<file path="config.mk">
export PLATFORM = sky130hd
export DESIGN_NAME = multi_channel_led_blink_pulse_timer_flat
export DESIGN_NICKNAME = d
export VERILOG_FILES = /design/src/rtl/lbpt_pkg.sv /design/src/rtl/lbpt_if.sv /design/src/rtl/lbpt_chan_mem.sv /design/src/rtl/multi_channel_led_blink_pulse_timer.sv /design/src/flat_wrapper.sv
export SDC_FILE = /design/constraint.sdc
export NUM_CORES = 2
export LEC_CHECK = 0
export BUFFER_PORTS_ARGS = -buffer_cell sky130_fd_sc_hd__clkbuf_2
export CAP_MARGIN = 20
export CORE_MARGIN = 5
export CORE_UTILIZATION = 50
export DETAILED_ROUTE_END_ITERATION = 12
export GPL_ROUTABILITY_DRIVEN = 0
export HOLD_SLACK_MARGIN = 0.06
export PLACE_DENSITY = 0.73
export SYNTH_ARGS = -nofsm -noshare
export SYNTH_HDL_FRONTEND = slang
export SYNTH_SLANG_ARGS = --single-unit
</file>
<file path="constraint.sdc">
create_clock -name clk_i -period 13.7 [get_ports clk_i]
set_clock_uncertainty 0.05 [all_clocks]
set_input_delay 1.37 -clock clk_i [delete_from_list [all_inputs] [get_ports clk_i]]
set_output_delay 1.37 -clock clk_i [all_outputs]
set_load 0.05 [all_outputs]
</file>
<file path="src/rtl/lbpt_pkg.sv">
// Package for the multi-channel LED blink and pulse timer.
// Holds the channel record, mode and opcode codes, sequencer states and scaling constants.
// Depends on nothing.
`default_nettype none

package lbpt_pkg;

  typedef enum logic [1:0] {
    MODE_OFF   = 2'd0,
    MODE_ON    = 2'd1,
    MODE_BLINK = 2'd2,
    MODE_PULSE = 2'd3
  } mode_e;

  typedef enum logic {
    OP_TICK = 1'b0,
    OP_PROG = 1'b1
  } op_e;

  typedef enum logic [3:0] {
    ST_IDLE,
    ST_PROG_RD,
    ST_PROG_WR,
    ST_RD,
    ST_EVAL_OFF,
    ST_EVAL_ON,
    ST_MUL,
    ST_SCALE,
    ST_EMIT
  } state_e;

  typedef struct packed {
    mode_e       mode;
    logic        level;
    logic [15:0] counter;
    logic [15:0] on_ticks;
    logic [15:0] off_ticks;
    logic [15:0] pulses;
    logic [7:0]  bright;
  } chan_rec_t;

  localparam logic [6:0]  PCT_MAX     = 7'd100;
  // 5243 / 2^19 is just above 1/100 and exact for every product below 25600.
  localparam logic [12:0] RECIP_100   = 13'd5243;
  localparam int unsigned RECIP_SHIFT = 19;
  localparam logic        REG_GLOBAL_BRIGHTNESS = 1'b0;

endpackage

`default_nettype wire

</file>
<file path="src/rtl/lbpt_if.sv">
// Item channel interfaces of the LED blink and pulse timer.
// One interface for input items and one for result items; no dependencies.
`default_nettype none

interface lbpt_in_if;
  logic        valid;
  logic        ready;
  logic        opcode;
  logic [3:0]  channel;
  logic [1:0]  mode;
  logic [15:0] on_ticks;
  logic [15:0] off_ticks;
  logic [15:0] pulse_count;
  logic [7:0]  brightness;

  modport source (
    output valid, opcode, channel, mode, on_ticks, off_ticks, pulse_count, brightness,
    input  ready
  );
  modport sink (
    input  valid, opcode, channel, mode, on_ticks, off_ticks, pulse_count, brightness,
    output ready
  );
endinterface

interface lbpt_out_if;
  logic       valid;
  logic       ready;
  logic [3:0] out_channel;
  logic       level;
  logic [7:0] drive;
  logic       last;

  modport source (
    output valid, out_channel, level, drive, last,
    input  ready
  );
  modport sink (
    input  valid, out_channel, level, drive, last,
    output ready
  );
endinterface

`default_nettype wire

</file>
<file path="src/rtl/lbpt_chan_mem.sv">
// Channel table of the LED blink and pulse timer: one record per channel.
// Single address, registered read; per-entry valid bits make unwritten entries read as zero.
// Depends on lbpt_pkg.
`default_nettype none

module lbpt_chan_mem
  import lbpt_pkg::*;
#(
  parameter int unsigned DEPTH = 16,
  parameter int unsigned AW    = 4
) (
  input  wire logic      clk_i,
  input  wire logic      rst_ni,
  input  wire logic      we_i,
  input  wire logic [AW-1:0] addr_i,
  input  wire chan_rec_t wdata_i,
  output chan_rec_t      rdata_o
);

  chan_rec_t mem_q [DEPTH];
  chan_rec_t rd_q;
  logic [DEPTH-1:0] vld_q;
  logic rd_vld_q;

  always_ff @(posedge clk_i) begin
    if (we_i) begin
      mem_q[addr_i] <= wdata_i;
    end
    rd_q <= mem_q[addr_i];
  end

  always_ff @(posedge clk_i or negedge rst_ni) begin
    if (!rst_ni) begin
      vld_q    <= '0;
      rd_vld_q <= 1'b0;
    end else begin
      if (we_i) begin
        vld_q[addr_i] <= 1'b1;
      end
      rd_vld_q <= vld_q[addr_i];
    end
  end

  assign rdata_o = rd_vld_q ? rd_q : '0;

endmodule

`default_nettype wire

</file>
<file path="src/rtl/multi_channel_led_blink_pulse_timer.sv">
// Multi-channel LED blink and pulse timer. A program item rewrites one channel's mode, on and
// off tick counts, pulse count and brightness via a read and a write state and gives no result.
// A tick item walks the channels in index order and gives one result per channel, the last one
// flagged; each channel passes through read, off and on evaluation, multiply, scale and emit,
// and emit waits while the output holds an untaken result. Channels go one at a time through
// the single shared incrementer-comparator and multiplier, and the one-port channel table. The
// global brightness register at byte address 0 clamps low seven write bits above 100 to 100.
// Depends on lbpt_pkg, lbpt_if and lbpt_chan_mem.
`default_nettype none

module multi_channel_led_blink_pulse_timer
  import lbpt_pkg::*;
#(
  parameter int unsigned CHANNELS = 16
) (
  input  wire logic        clk_i,
  input  wire logic        rst_ni,
  lbpt_in_if.sink          in_i,
  lbpt_out_if.source       out_o,
  input  wire logic        psel,
  input  wire logic        penable,
  input  wire logic        pwrite,
  input  wire logic [2:0]  paddr,
  input  wire logic [31:0] pwdata,
  output logic      [31:0] prdata,
  output logic             pready
);

  localparam int unsigned AW = (CHANNELS > 1) ? $clog2(CHANNELS) : 1;

  state_e state_q, state_d;
  logic [AW-1:0] addr_q, addr_d;
  logic [6:0] gb_q;

  logic        lvl_q, lvl_d;
  logic [15:0] cnt_q, cnt_d;
  logic [15:0] pls_q, pls_d;
  logic [27:0] prod_q, prod_d;

  mode_e       prog_mode_q;
  logic [15:0] prog_on_q, prog_off_q, prog_pls_q;
  logic [7:0]  prog_bright_q;

  logic       out_vld_q, out_vld_d;
  logic [3:0] out_chan_q, out_chan_d;
  logic       out_lvl_q, out_lvl_d;
  logic [7:0] out_drive_q, out_drive_d;
  logic       out_last_q, out_last_d;

  chan_rec_t rec;
  chan_rec_t wdata;
  logic      we;

  logic [15:0] inc_src, inc_lim, inc_sum;
  logic        inc_exp;
  logic [14:0] mul_a;
  logic [12:0] mul_b;
  logic        is_last, out_free, prog_acc, tick_acc, in_range;
  logic        pulse;

  lbpt_chan_mem #(
    .DEPTH(CHANNELS),
    .AW   (AW)
  ) u_mem (
    .clk_i  (clk_i),
    .rst_ni (rst_ni),
    .we_i   (we),
    .addr_i (addr_q),
    .wdata_i(wdata),
    .rdata_o(rec)
  );

  // Configuration port.
  logic cfg_wr;
  assign pready = 1'b1;
  assign cfg_wr = psel && penable && pwrite && (paddr[2] == REG_GLOBAL_BRIGHTNESS);
  assign prdata = (paddr[2] == REG_GLOBAL_BRIGHTNESS) ? 32'(gb_q) : '0;

  always_ff @(posedge clk_i or negedge rst_ni) begin
    if (!rst_ni) begin
      gb_q <= PCT_MAX;
    end else if (cfg_wr) begin
      gb_q <= (pwdata[6:0] > PCT_MAX) ? PCT_MAX : pwdata[6:0];
    end
  end

  // Shared incrementer and limit compare.
  assign inc_sum = inc_src + 16'd1;
  assign inc_exp = inc_sum > inc_lim;

  assign is_last  = addr_q == AW'(CHANNELS - 1);
  assign out_free = !out_vld_q || out_o.ready;
  assign in_range = {3'b000, in_i.channel} < 7'(CHANNELS);
  assign prog_acc = in_i.valid && (state_q == ST_IDLE) && (op_e'(in_i.opcode) == OP_PROG);
  assign tick_acc = in_i.valid && (state_q == ST_IDLE) && (op_e'(in_i.opcode) == OP_TICK);
  assign pulse    = rec.mode == MODE_PULSE;

  assign in_i.ready        = state_q == ST_IDLE;
  assign out_o.valid       = out_vld_q;
  assign out_o.out_channel = out_chan_q;
  assign out_o.level       = out_lvl_q;
  assign out_o.drive       = out_drive_q;
  assign out_o.last        = out_last_q;

  always_comb begin
    state_d     = state_q;
    addr_d      = addr_q;
    lvl_d       = lvl_q;
    cnt_d       = cnt_q;
    pls_d       = pls_q;
    prod_d      = prod_q;
    out_vld_d   = out_vld_q && !out_o.ready;
    out_chan_d  = out_chan_q;
    out_lvl_d   = out_lvl_q;
    out_drive_d = out_drive_q;
    out_last_d  = out_last_q;
    we          = 1'b0;
    wdata       = rec;
    inc_src     = rec.counter;
    inc_lim     = rec.off_ticks;
    mul_a       = 15'(rec.bright);
    mul_b       = 13'(gb_q);

    case (state_q)
      ST_IDLE: begin
        if (prog_acc && in_range) begin
          addr_d  = AW'(in_i.channel);
          state_d = ST_PROG_RD;
        end else if (tick_acc) begin
          addr_d  = '0;
          state_d = ST_RD;
        end
      end
      ST_PROG_RD: begin
        state_d = ST_PROG_WR;
      end
      ST_PROG_WR: begin
        we              = 1'b1;
        wdata.mode      = prog_mode_q;
        wdata.on_ticks  = prog_on_q;
        wdata.off_ticks = prog_off_q;
        wdata.pulses    = prog_pls_q;
        wdata.bright    = prog_bright_q;
        state_d         = ST_IDLE;
      end
      ST_RD: begin
        state_d = ST_EVAL_OFF;
      end
      ST_EVAL_OFF: begin
        lvl_d = rec.level;
        cnt_d = rec.counter;
        pls_d = rec.pulses;
        case (rec.mode)
          MODE_OFF: lvl_d = 1'b0;
          MODE_ON:  lvl_d = 1'b1;
          default: begin
            if (!rec.level && (!pulse || (rec.pulses != '0))) begin
              if (inc_exp) begin
                lvl_d = 1'b1;
                cnt_d = '0;
                if (pulse) begin
                  pls_d = rec.pulses - 16'd1;
                end
              end else begin
                cnt_d = inc_sum;
              end
            end
          end
        endcase
        state_d = ST_EVAL_ON;
      end
      ST_EVAL_ON: begin
        inc_src = cnt_q;
        inc_lim = rec.on_ticks;
        if (((rec.mode == MODE_BLINK) || pulse) && lvl_q) begin
          if (inc_exp) begin
            lvl_d = 1'b0;
            cnt_d = '0;
          end else begin
            cnt_d = inc_sum;
          end
        end
        state_d = ST_MUL;
      end
      ST_MUL: begin
        prod_d  = 28'(mul_a) * 28'(mul_b);
        state_d = ST_SCALE;
      end
      ST_SCALE: begin
        mul_a   = prod_q[14:0];
        mul_b   = RECIP_100;
        prod_d  = 28'(mul_a) * 28'(mul_b);
        state_d = ST_EMIT;
      end
      ST_EMIT: begin
        if (out_free) begin
          out_vld_d     = 1'b1;
          out_chan_d    = 4'(addr_q);
          out_lvl_d     = lvl_q;
          out_drive_d   = lvl_q ? prod_q[RECIP_SHIFT +: 8] : 8'd0;
          out_last_d    = is_last;
          we            = 1'b1;
          wdata.level   = lvl_q;
          wdata.counter = cnt_q;
          wdata.pulses  = pls_q;
          if (is_last) begin
            state_d = ST_IDLE;
          end else begin
            addr_d  = addr_q + AW'(1);
            state_d = ST_RD;
          end
        end
      end
      default: begin
        state_d = ST_IDLE;
      end
    endcase
  end

  always_ff @(posedge clk_i or negedge rst_ni) begin
    if (!rst_ni) begin
      state_q   <= ST_IDLE;
      addr_q    <= '0;
      out_vld_q <= 1'b0;
    end else begin
      state_q   <= state_d;
      addr_q    <= addr_d;
      out_vld_q <= out_vld_d;
    end
  end

  always_ff @(posedge clk_i) begin
    lvl_q       <= lvl_d;
    cnt_q       <= cnt_d;
    pls_q       <= pls_d;
    prod_q      <= prod_d;
    out_chan_q  <= out_chan_d;
    out_lvl_q   <= out_lvl_d;
    out_drive_q <= out_drive_d;
    out_last_q  <= out_last_d;
    if (prog_acc) begin
      prog_mode_q   <= mode_e'(in_i.mode);
      prog_on_q     <= in_i.on_ticks;
      prog_off_q    <= in_i.off_ticks;
      prog_pls_q    <= in_i.pulse_count;
      prog_bright_q <= in_i.brightness;
    end
  end

endmodule

`default_nettype wire
</file>
<file path="src/flat_wrapper.sv">
// flat-port wrapper written by rule: the top's interface ports become plain ports
module multi_channel_led_blink_pulse_timer_flat import lbpt_pkg::*;
#(
  parameter int unsigned CHANNELS = 16
)
  (clk_i, rst_ni, psel, penable, pwrite, paddr, pwdata, prdata, pready, in_i_valid, in_i_opcode, in_i_channel, in_i_mode, in_i_on_ticks, in_i_off_ticks, in_i_pulse_count, in_i_brightness, in_i_ready, out_o_valid, out_o_out_channel, out_o_level, out_o_drive, out_o_last, out_o_ready);
  lbpt_in_if in_i_i ();
  lbpt_out_if out_o_i ();
  input  wire logic clk_i;
  input  wire logic rst_ni;
  input  wire logic psel;
  input  wire logic penable;
  input  wire logic pwrite;
  input  wire logic [2:0] paddr;
  input  wire logic [31:0] pwdata;
  output logic      [31:0] prdata;
  output logic pready;
  input wire logic [$bits(in_i_i.valid)-1:0] in_i_valid;
  input wire logic [$bits(in_i_i.opcode)-1:0] in_i_opcode;
  input wire logic [$bits(in_i_i.channel)-1:0] in_i_channel;
  input wire logic [$bits(in_i_i.mode)-1:0] in_i_mode;
  input wire logic [$bits(in_i_i.on_ticks)-1:0] in_i_on_ticks;
  input wire logic [$bits(in_i_i.off_ticks)-1:0] in_i_off_ticks;
  input wire logic [$bits(in_i_i.pulse_count)-1:0] in_i_pulse_count;
  input wire logic [$bits(in_i_i.brightness)-1:0] in_i_brightness;
  output wire logic [$bits(in_i_i.ready)-1:0] in_i_ready;
  output wire logic [$bits(out_o_i.valid)-1:0] out_o_valid;
  output wire logic [$bits(out_o_i.out_channel)-1:0] out_o_out_channel;
  output wire logic [$bits(out_o_i.level)-1:0] out_o_level;
  output wire logic [$bits(out_o_i.drive)-1:0] out_o_drive;
  output wire logic [$bits(out_o_i.last)-1:0] out_o_last;
  input wire logic [$bits(out_o_i.ready)-1:0] out_o_ready;
  assign in_i_i.valid = in_i_valid;
  assign in_i_i.opcode = in_i_opcode;
  assign in_i_i.channel = in_i_channel;
  assign in_i_i.mode = in_i_mode;
  assign in_i_i.on_ticks = in_i_on_ticks;
  assign in_i_i.off_ticks = in_i_off_ticks;
  assign in_i_i.pulse_count = in_i_pulse_count;
  assign in_i_i.brightness = in_i_brightness;
  assign in_i_ready = in_i_i.ready;
  assign out_o_valid = out_o_i.valid;
  assign out_o_out_channel = out_o_i.out_channel;
  assign out_o_level = out_o_i.level;
  assign out_o_drive = out_o_i.drive;
  assign out_o_last = out_o_i.last;
  assign out_o_i.ready = out_o_ready;
  multi_channel_led_blink_pulse_timer #(.CHANNELS(CHANNELS)) u_core (.clk_i(clk_i), .rst_ni(rst_ni), .in_i(in_i_i), .out_o(out_o_i), .psel(psel), .penable(penable), .pwrite(pwrite), .paddr(paddr), .pwdata(pwdata), .prdata(prdata), .pready(pready));
endmodule
</file>
======== Word level (Yosys, flattened, before mapping) ========
Memory sizes are Yosys's and may differ from the RTL's. A register that Yosys moved wholly into a read port is not among the register bits.
Cells that the tools add are included.
Widths: inputs -> output; s select.
cells by class
  bitwise gates (word level) .............. 3
  multipliers ............................. 2
  eq/ne operators ......................... 17
  order comparisons ....................... 4
  reduce and logical (&&, ||, !) cells .... 29
  muxes and demuxes ....................... 48
  add/subtract/negate cells ............... 3
operators by type and width
  cell                    number
  $mux 16                 11
  $mux 75                 1
  $pmux 16 s2             2
  $pmux 27 s2             1
  $mux 17                 2
  $mux 32                 1
  $pmux 4 s8              1
  $mux 4                  7
  $mul 15x13->27 const B  1
  $add 16x1->16 const B   1
  $eq 4x3->1 const B      4
  $gt 16x16->1            1
  $or 16x16->16           1
  $reduce_bool 16->1      1
  $sub 16x1->16 const B   1
  $mul 8x7->15            1
  $mux 7                  2
  $mux 1                  11
  $logic_and 1x1->1       10
  $eq 4x2->1 const B      2
  $eq 4x4->1 const B      2
  $mux 8                  1
  $pmux 4 s2              1
  $gt 7x7->1 const B      1
  other kinds (23)        39
storage, ports and cells
  bits of input ports ..................... 105
  memories kept ........................... 1
  output and inout bits ................... 49
  word-level logic and storage cells ...... 126
  bits in registers ....................... 165
  memory bits (writable) .................. 1200
memories
  memory              words  bits a word  rd ports  clocked after Yosys merged registers in  write ports  RTL line             source
  u_core.u_mem.mem_q  16     75           1         1                                        1            lbpt_chan_mem.sv:20  chan_rec_t mem_q [DEPTH];

======== Longest topological paths before layout ========
  depth after elaboration ................. 8
  gate-level depth with buffers ........... 26
  depth with buffers taken out ............ 19

======== By module ========
Synthesis repeated with hierarchy kept, for this count alone.
second synthesis, totals
  cells, all modules ...................... 3359
  area total of the unflattened synthesis .. 61082.3 µm²
by module, submodules not included
  module                               sequential area each (µm²)  times used  cells an instance  area each (µm²)
  lbpt_chan_mem                        37961.4                     1           2053               47501.8
  multi_channel_led_blink_pulse_timer  4247.8                      1           1306               13580.5

======== Least setup slack after synthesis ========
No wires, ideal clock.
  path kind ............................... input-to-reg
  start point ............................. input port out_o_ready
  end point ............................... register u_core.u_mem.vld_q[3]
  data required time ...................... 13553 ps
  buffers on the path ..................... 1
  cell stages on the path ................. 7
  slack ................................... 5947 ps
  setup time .............................. 97 ps
  data arrival time ....................... 7607 ps
  cell sequence ........................... nor2b_1 nor2_2 or2_1 buf_2 nand2_1 nor3_1 or2_2
on the way
  longest elaborated chain between the ends .. 3
ends and longest elaborated chain
  item                           RTL line                                    source
  start, declared                flat_wrapper.sv:32                          input wire logic [$bits(out_o_i.ready)-1:0] out_o_ready;
  $logic_or 1x1->1               multi_channel_led_blink_pulse_timer.sv:92   assign out_free = !out_vld_q || out_o.ready;
  $mux 1                         multi_channel_led_blink_pulse_timer.sv:196  if (out_free) begin
  $pmux 1 s2                     multi_channel_led_blink_pulse_timer.sv:124  case (state_q)
  end signal, assigned           lbpt_chan_mem.sv:34                         vld_q <= '0;
  end signal, assigned by index  lbpt_chan_mem.sv:38                         vld_q[addr_i] <= 1'b1;
  end, declared                  lbpt_chan_mem.sv:22                         logic [DEPTH-1:0] vld_q;
Every way passes these cells.
A chain may end at the register's enable or synchronous reset.

======== Final worst setup path ========
  start point ............................. register u_core.state_q[0]
  end point ............................... register u_core.cnt_q[0], data pin
on the way
  longest elaborated chain between the ends .. 8
  elaborated cells between the ends (all ways) .. 11
  those cells by class .................... 1 x add/sub; 1 x order compare; 2 x eq/ne; 7 x mux
ends and longest elaborated chain
  item                       RTL line                                                                                source
  start, declared            multi_channel_led_blink_pulse_timer.sv:31                                               state_e state_q, state_d;
  start signal, assigned     multi_channel_led_blink_pulse_timer.sv:226                                              state_q <= state_d;
  $eq 4x3->1                 multi_channel_led_blink_pulse_timer.sv:124
  $mux 16                    multi_channel_led_blink_pulse_timer.sv:124
  $add 16x1->16              multi_channel_led_blink_pulse_timer.sv:88                                               assign inc_sum = inc_src + 16'd1;
  $gt 16x16->1               multi_channel_led_blink_pulse_timer.sv:89                                               assign inc_exp = inc_sum > inc_lim;
  $mux 16                    multi_channel_led_blink_pulse_timer.sv:158, multi_channel_led_blink_pulse_timer.sv:176
  $mux 16                    multi_channel_led_blink_pulse_timer.sv:157                                              if (!rec.level && (!pulse || (rec.pulses != '0))) begin
  $mux 16                    multi_channel_led_blink_pulse_timer.sv:153                                              case (rec.mode)
  $pmux 16 s2 *              multi_channel_led_blink_pulse_timer.sv:124
  named net u_core.cnt_d[0]  multi_channel_led_blink_pulse_timer.sv:36                                               logic [15:0] cnt_q, cnt_d;
  end signal, assigned       multi_channel_led_blink_pulse_timer.sv:234                                              cnt_q <= cnt_d;
  end, declared              multi_channel_led_blink_pulse_timer.sv:36
The timed path passes the listed nets; every way through them passes the cells marked *. The select of a mux whose other input is x is not followed.

==> summary by stage <==
Finish
After the flow finishes, the layout carries non-filler instances totaling 5,227. At the end of the flow, the number of nets in the layout was 3,843. The finished cells cover 68,510 µm².

Of the cells placed in the final design, the portion with a size suffix greater than 1 is 0.2435. The number of antenna diodes in the final layout is 0. The synthesis-to-layout area growth is 12.25%.

Clock tree
The insertion delay of the later-clocked pin in the worst-skew pair is 0.77 ns. Buffers inserted to repair hold after CTS numbered 0. Clock tree synthesis selected as its root buffer the cell sky130_fd_sc_hd__clkbuf_16.

Buffers added to address setup during post-CTS repair amount to 0. The clock sink total is 1,436. The clock passes through at most 3 buffers. TritonCTS built the clock tree. The CTS clock-pin slew for the worst setup and hold paths is 0.06 ns.

In this run, CTS created clock tree buffers numbering 143. The number of gates resized after CTS was 0. The CTS H-tree depth is 4.

Global routing
The via count of the first global-routing pass is 32,140. The initial antenna violation count is 2. Entering global routing, the biggest net connects 120 pins. The total overflow reported by the global router is 0.

The wire length of the first global-routing pass is 203.4 mm. In the global route stage, met1 resource usage came out at 0.2926. The most crowded layer after global routing is met2. In the global route stage, met2 resource usage came out at 0.3489.

In the global route stage, overall resource usage came out at 0.2088. The global routing met3 resource utilization is 0.03408.

Floorplan
Pin placement for this block handled 154 I/O pins. The standard-cell row count is 128. The die is 359.4 µm tall.

The floorplan die width is 359.4 µm. The die footprint is 129,200 µm². After floorplanning, the core was sized to cover 121,600 µm². The starting density of the core is 0.5021.

STA
Subtracting the final worst setup slack from the clock period gives 6.284 ns. The final setup TNS is 0 ns. At the pin with the least slew margin, the transition time is 1.190 ns. The portion of the clock cycle consumed by the worst path in the final layout is 0.4587. The total count of hold-check failures in the final report is 0. The final-report max-slew violation count is 0. The worst max-slew margin expressed relative to the limit is 0.2066. The maximum clock rate is 159.1 MHz. The total setup violations reported at the end of the flow is 0.

Once routing completed, OpenROAD measured the worst setup slack at 7.416 ns. Setup repair after global routing left no endpoint under its margin.

Routing
The count of nets left with antenna violations after detail routing is 0. Dividing the detail-routed wire length by the instance count gives 25.80 µm. The total number of vias is 31,030. In the routed design, unresolved DRC markers number 0.

Dividing the detail-routed via count by the number of cells gives 5.936. After the first detailed-routing iteration, the DRC count stood at 3,259. The final layout contains routed wiring with a total length of 134.8 mm. The first-pass iteration count of the detailed router is 6.

Worst setup path
The category of the critical setup timing path is register to register. The number of cells on the worst reg-to-reg path is 20. The family with the most delay on the worst path is compound AO/OA/AOI/OAI gates. The worst setup path is captured at a register. The worst register-to-register path begins at u_core.state_q[0]$_DFFE_PN0P_.

The setup check on the worst reg-to-reg path leaves a slack of 7.42 ns. The library cell contributing the largest single delay on the critical path is sky130_fd_sc_hd__dfrtp_1. In this run the worst path has a maximum fanout of 50. The number of buffers and inverters on the critical path is 2.

Walking the worst path, the cells encountered are and4bb_2 > buf_4 > nand2_1 > o21ai_0 > ha_1 > and3_1 > nand3_1 > o22ai_2 > nor2b_1 > nand2_1 > xnor2_1 > inv_1 > ha_1 > nand3_1 > nor3_1 > and2_1 > a221o_1 > o21a_1 > a311o_2 > o22ai_1. The delay contributed by the slowest stage of the critical path is 0.90 ns. The launching element of the worst setup path is u_core.state_q[0]$_DFFE_PN0P_. Data arrives at the worst endpoint at 6.82 ns.

The endpoint required time on the critical path is 14.24 ns. The end of the worst register-to-register path is u_core.cnt_q[0]$_DFFE_PP_. The worst setup path is launched from a register.

Synthesis
The most used flip-flop cell after synthesis is sky130_fd_sc_hd__edfxtp_1. The share of synthesized flip-flops with an asynchronous set or reset is 0.02298. The share of the Yosys chip area taken by registers is 0.6916. After technology mapping, the gate count stands at 3,277. The synthesized netlist occupies a cell area of 61,030 µm². Each instance of the synthesized netlist takes up on average 18.62 µm².

The synthesized design contains 1,328 enable-type register cells. After synthesis the netlist holds a flip-flop and latch count of 1,436. The Yosys warning count is 0. The number of distinct standard cells referenced by the synthesized netlist is 92.

Hold path
For hold timing, the worst endpoint is u_core.u_mem.vld_q[11]$_DFFE_PN0P_. The classification of the worst-slack hold path is register to register. The worst min-delay path startpoint is u_core.u_mem.vld_q[11]$_DFFE_PN0P_. The worst hold path depth is 1.

Place
In this run the cell area measured after placement is 63,840 µm². The minimum setup slack after placement is 7.550 ns. After legalization and detailed placement, the total HPWL measured 72.71 mm. Counting tap cells, the placed design contains a total of 4,964 instances.

The count of buffers from port buffering is 100.

Run status
The run finished with clean final reports.

Flow run
The max-capacitance violation count is 0.
cell usage after synthesis, types with 14 or more instances:
cell | n | share of area
sky130_fd_sc_hd__clkbuf_1 | 85 | 0.0052
sky130_fd_sc_hd__buf_2 | 47 | 0.0039
sky130_fd_sc_hd__xor2_1 | 22 | 0.0032
sky130_fd_sc_hd__dfrtp_1 | 30 | 0.012
sky130_fd_sc_hd__a222oi_1 | 14 | 0.0023
sky130_fd_sc_hd__o21ai_0 | 98 | 0.0080
sky130_fd_sc_hd__nand2_1 | 243 | 0.015
sky130_fd_sc_hd__nand4_1 | 16 | 0.0016
sky130_fd_sc_hd__buf_4 | 26 | 0.0032
sky130_fd_sc_hd__nor2_1 | 59 | 0.0036
sky130_fd_sc_hd__dfxtp_1 | 75 | 0.025
sky130_fd_sc_hd__a21oi_1 | 47 | 0.0039
sky130_fd_sc_hd__and3_1 | 46 | 0.0047
sky130_fd_sc_hd__o22ai_1 | 19 | 0.0019
sky130_fd_sc_hd__or2_2 | 15 | 0.0015
sky130_fd_sc_hd__mux4_2 | 380 | 0.14
sky130_fd_sc_hd__inv_1 | 186 | 0.011
sky130_fd_sc_hd__edfxtp_1 | 1328 | 0.65
sky130_fd_sc_hd__fa_1 | 98 | 0.032
sky130_fd_sc_hd__xnor2_1 | 26 | 0.0037
sky130_fd_sc_hd__ha_1 | 156 | 0.032
sky130_fd_sc_hd__nor2b_1 | 15 | 0.0015
sky130_fd_sc_hd__nor3_1 | 16 | 0.0013
sky130_fd_sc_hd__nand3_1 | 39 | 0.0032
routing by layer:
layer,part of all wire,routed length (µm),up-vias
met5,0,0,-
met2,0.50,67870,1327
met4,0.019,2583,0
met1,0.40,54100,16210
li1,-,-,13310
met3,0.076,10280,179
how the worst max path moves through the flow:
| stage | end | slack, ns | cells after the start |
|---|---|---|---|
| after floorplan | u_core.u_mem.vld_q[3]$_DFFE_PN0P_ | 5.95 | 7 |
| after global placement | u_core.cnt_q[12]$_DFFE_PP_ | 7.63 | 20 |
| after detailed placement | u_core.cnt_q[0]$_DFFE_PP_ | 7.55 | 20 |
| after CTS | u_core.cnt_q[0]$_DFFE_PP_ | 7.50 | 20 |
| after global routing | u_core.cnt_q[14]$_DFFE_PP_ | 6.91 | 20 |
| final | u_core.cnt_q[0]$_DFFE_PP_ | 7.42 | 20 |
worst register-to-register path, delay by kind of cell (launching register included):
family          cells  cell delay [ns]
flops               1             0.90
buf+inv             2             0.64
xor+xnor            1             0.32
fa+ha+maj           2             0.71
simple gates        9             1.46
compound gates      6             2.01
state kept, by name (all words and copies together), names as in the netlist, 7 cells and up:
signal                count
u_core.cnt_q             16
u_core.prog_pls_q        16
u_core.u_mem.rd_q        75
u_core.pls_q             16
u_core.gb_q               7
u_core.u_mem.vld_q       16
u_core.prog_on_q         16
u_core.prog_bright_q      8
u_core.u_mem.mem_q     1200
u_core.prod_q            23
u_core.prog_off_q        16
u_core.out_o.drive        8
per-stage QoR:
step,hold WS (ns),util
global route,0.4351,0.5636
finish,0.4123,0.5636
detailed placement,0.3996,0.5251
floorplan,0.3731,-
global placement,0.3915,0.5243
CTS,0.4138,0.5636
cells in the final DEF, fill, tap and decap left out, types with 15 or more instances in the layout:
cell type	n
sky130_fd_sc_hd__edfxtp_1	1328
sky130_fd_sc_hd__mux4_2	380
sky130_fd_sc_hd__nand2_1	242
sky130_fd_sc_hd__inv_1	186
sky130_fd_sc_hd__ha_1	156
sky130_fd_sc_hd__clkbuf_16	145
sky130_fd_sc_hd__buf_4	106
sky130_fd_sc_hd__clkbuf_2	100
sky130_fd_sc_hd__o21ai_0	98
sky130_fd_sc_hd__fa_1	98
sky130_fd_sc_hd__dfxtp_1	75
sky130_fd_sc_hd__nor2_1	48
sky130_fd_sc_hd__a21oi_1	47
sky130_fd_sc_hd__and3_1	45
sky130_fd_sc_hd__nand3_1	39
sky130_fd_sc_hd__clkinv_1	31
sky130_fd_sc_hd__xnor2_1	26
sky130_fd_sc_hd__conb_1	26
sky130_fd_sc_hd__clkinv_2	26
sky130_fd_sc_hd__dfrtp_1	26
sky130_fd_sc_hd__xor2_1	22
sky130_fd_sc_hd__clkbuf_1	22
sky130_fd_sc_hd__o22ai_1	19
sky130_fd_sc_hd__nand4_1	16
sky130_fd_sc_hd__nor2b_1	15
sky130_fd_sc_hd__or2_2	15
layout make-up:
type,instances,area [µm²]
multi-input combinational,1502,17510
clock buffer,175,3821
timing repair buffer,213,1361
clock inverter,88,854.6
inverter,188,710.7
tap,1625,2033
fill,8888,53050
sequential,1436,42220
cell families after synthesis:
group	Yosys count	share of synthesized area
AO/OA/AOI/OAI	274	0.02919
XOR/XNOR	48	0.006888
adder cells (fa/ha/maj)	254	0.06412
buffers and inverters	363	0.02528
flip-flops	1436	0.6916
multiplexers	393	0.1425
other	2	0.0001230
AND/OR/NAND/NOR	507	0.04032
Power is not shown: default switching activity piles up to over one toggle a cycle in this logic, so the estimate is an artifact.
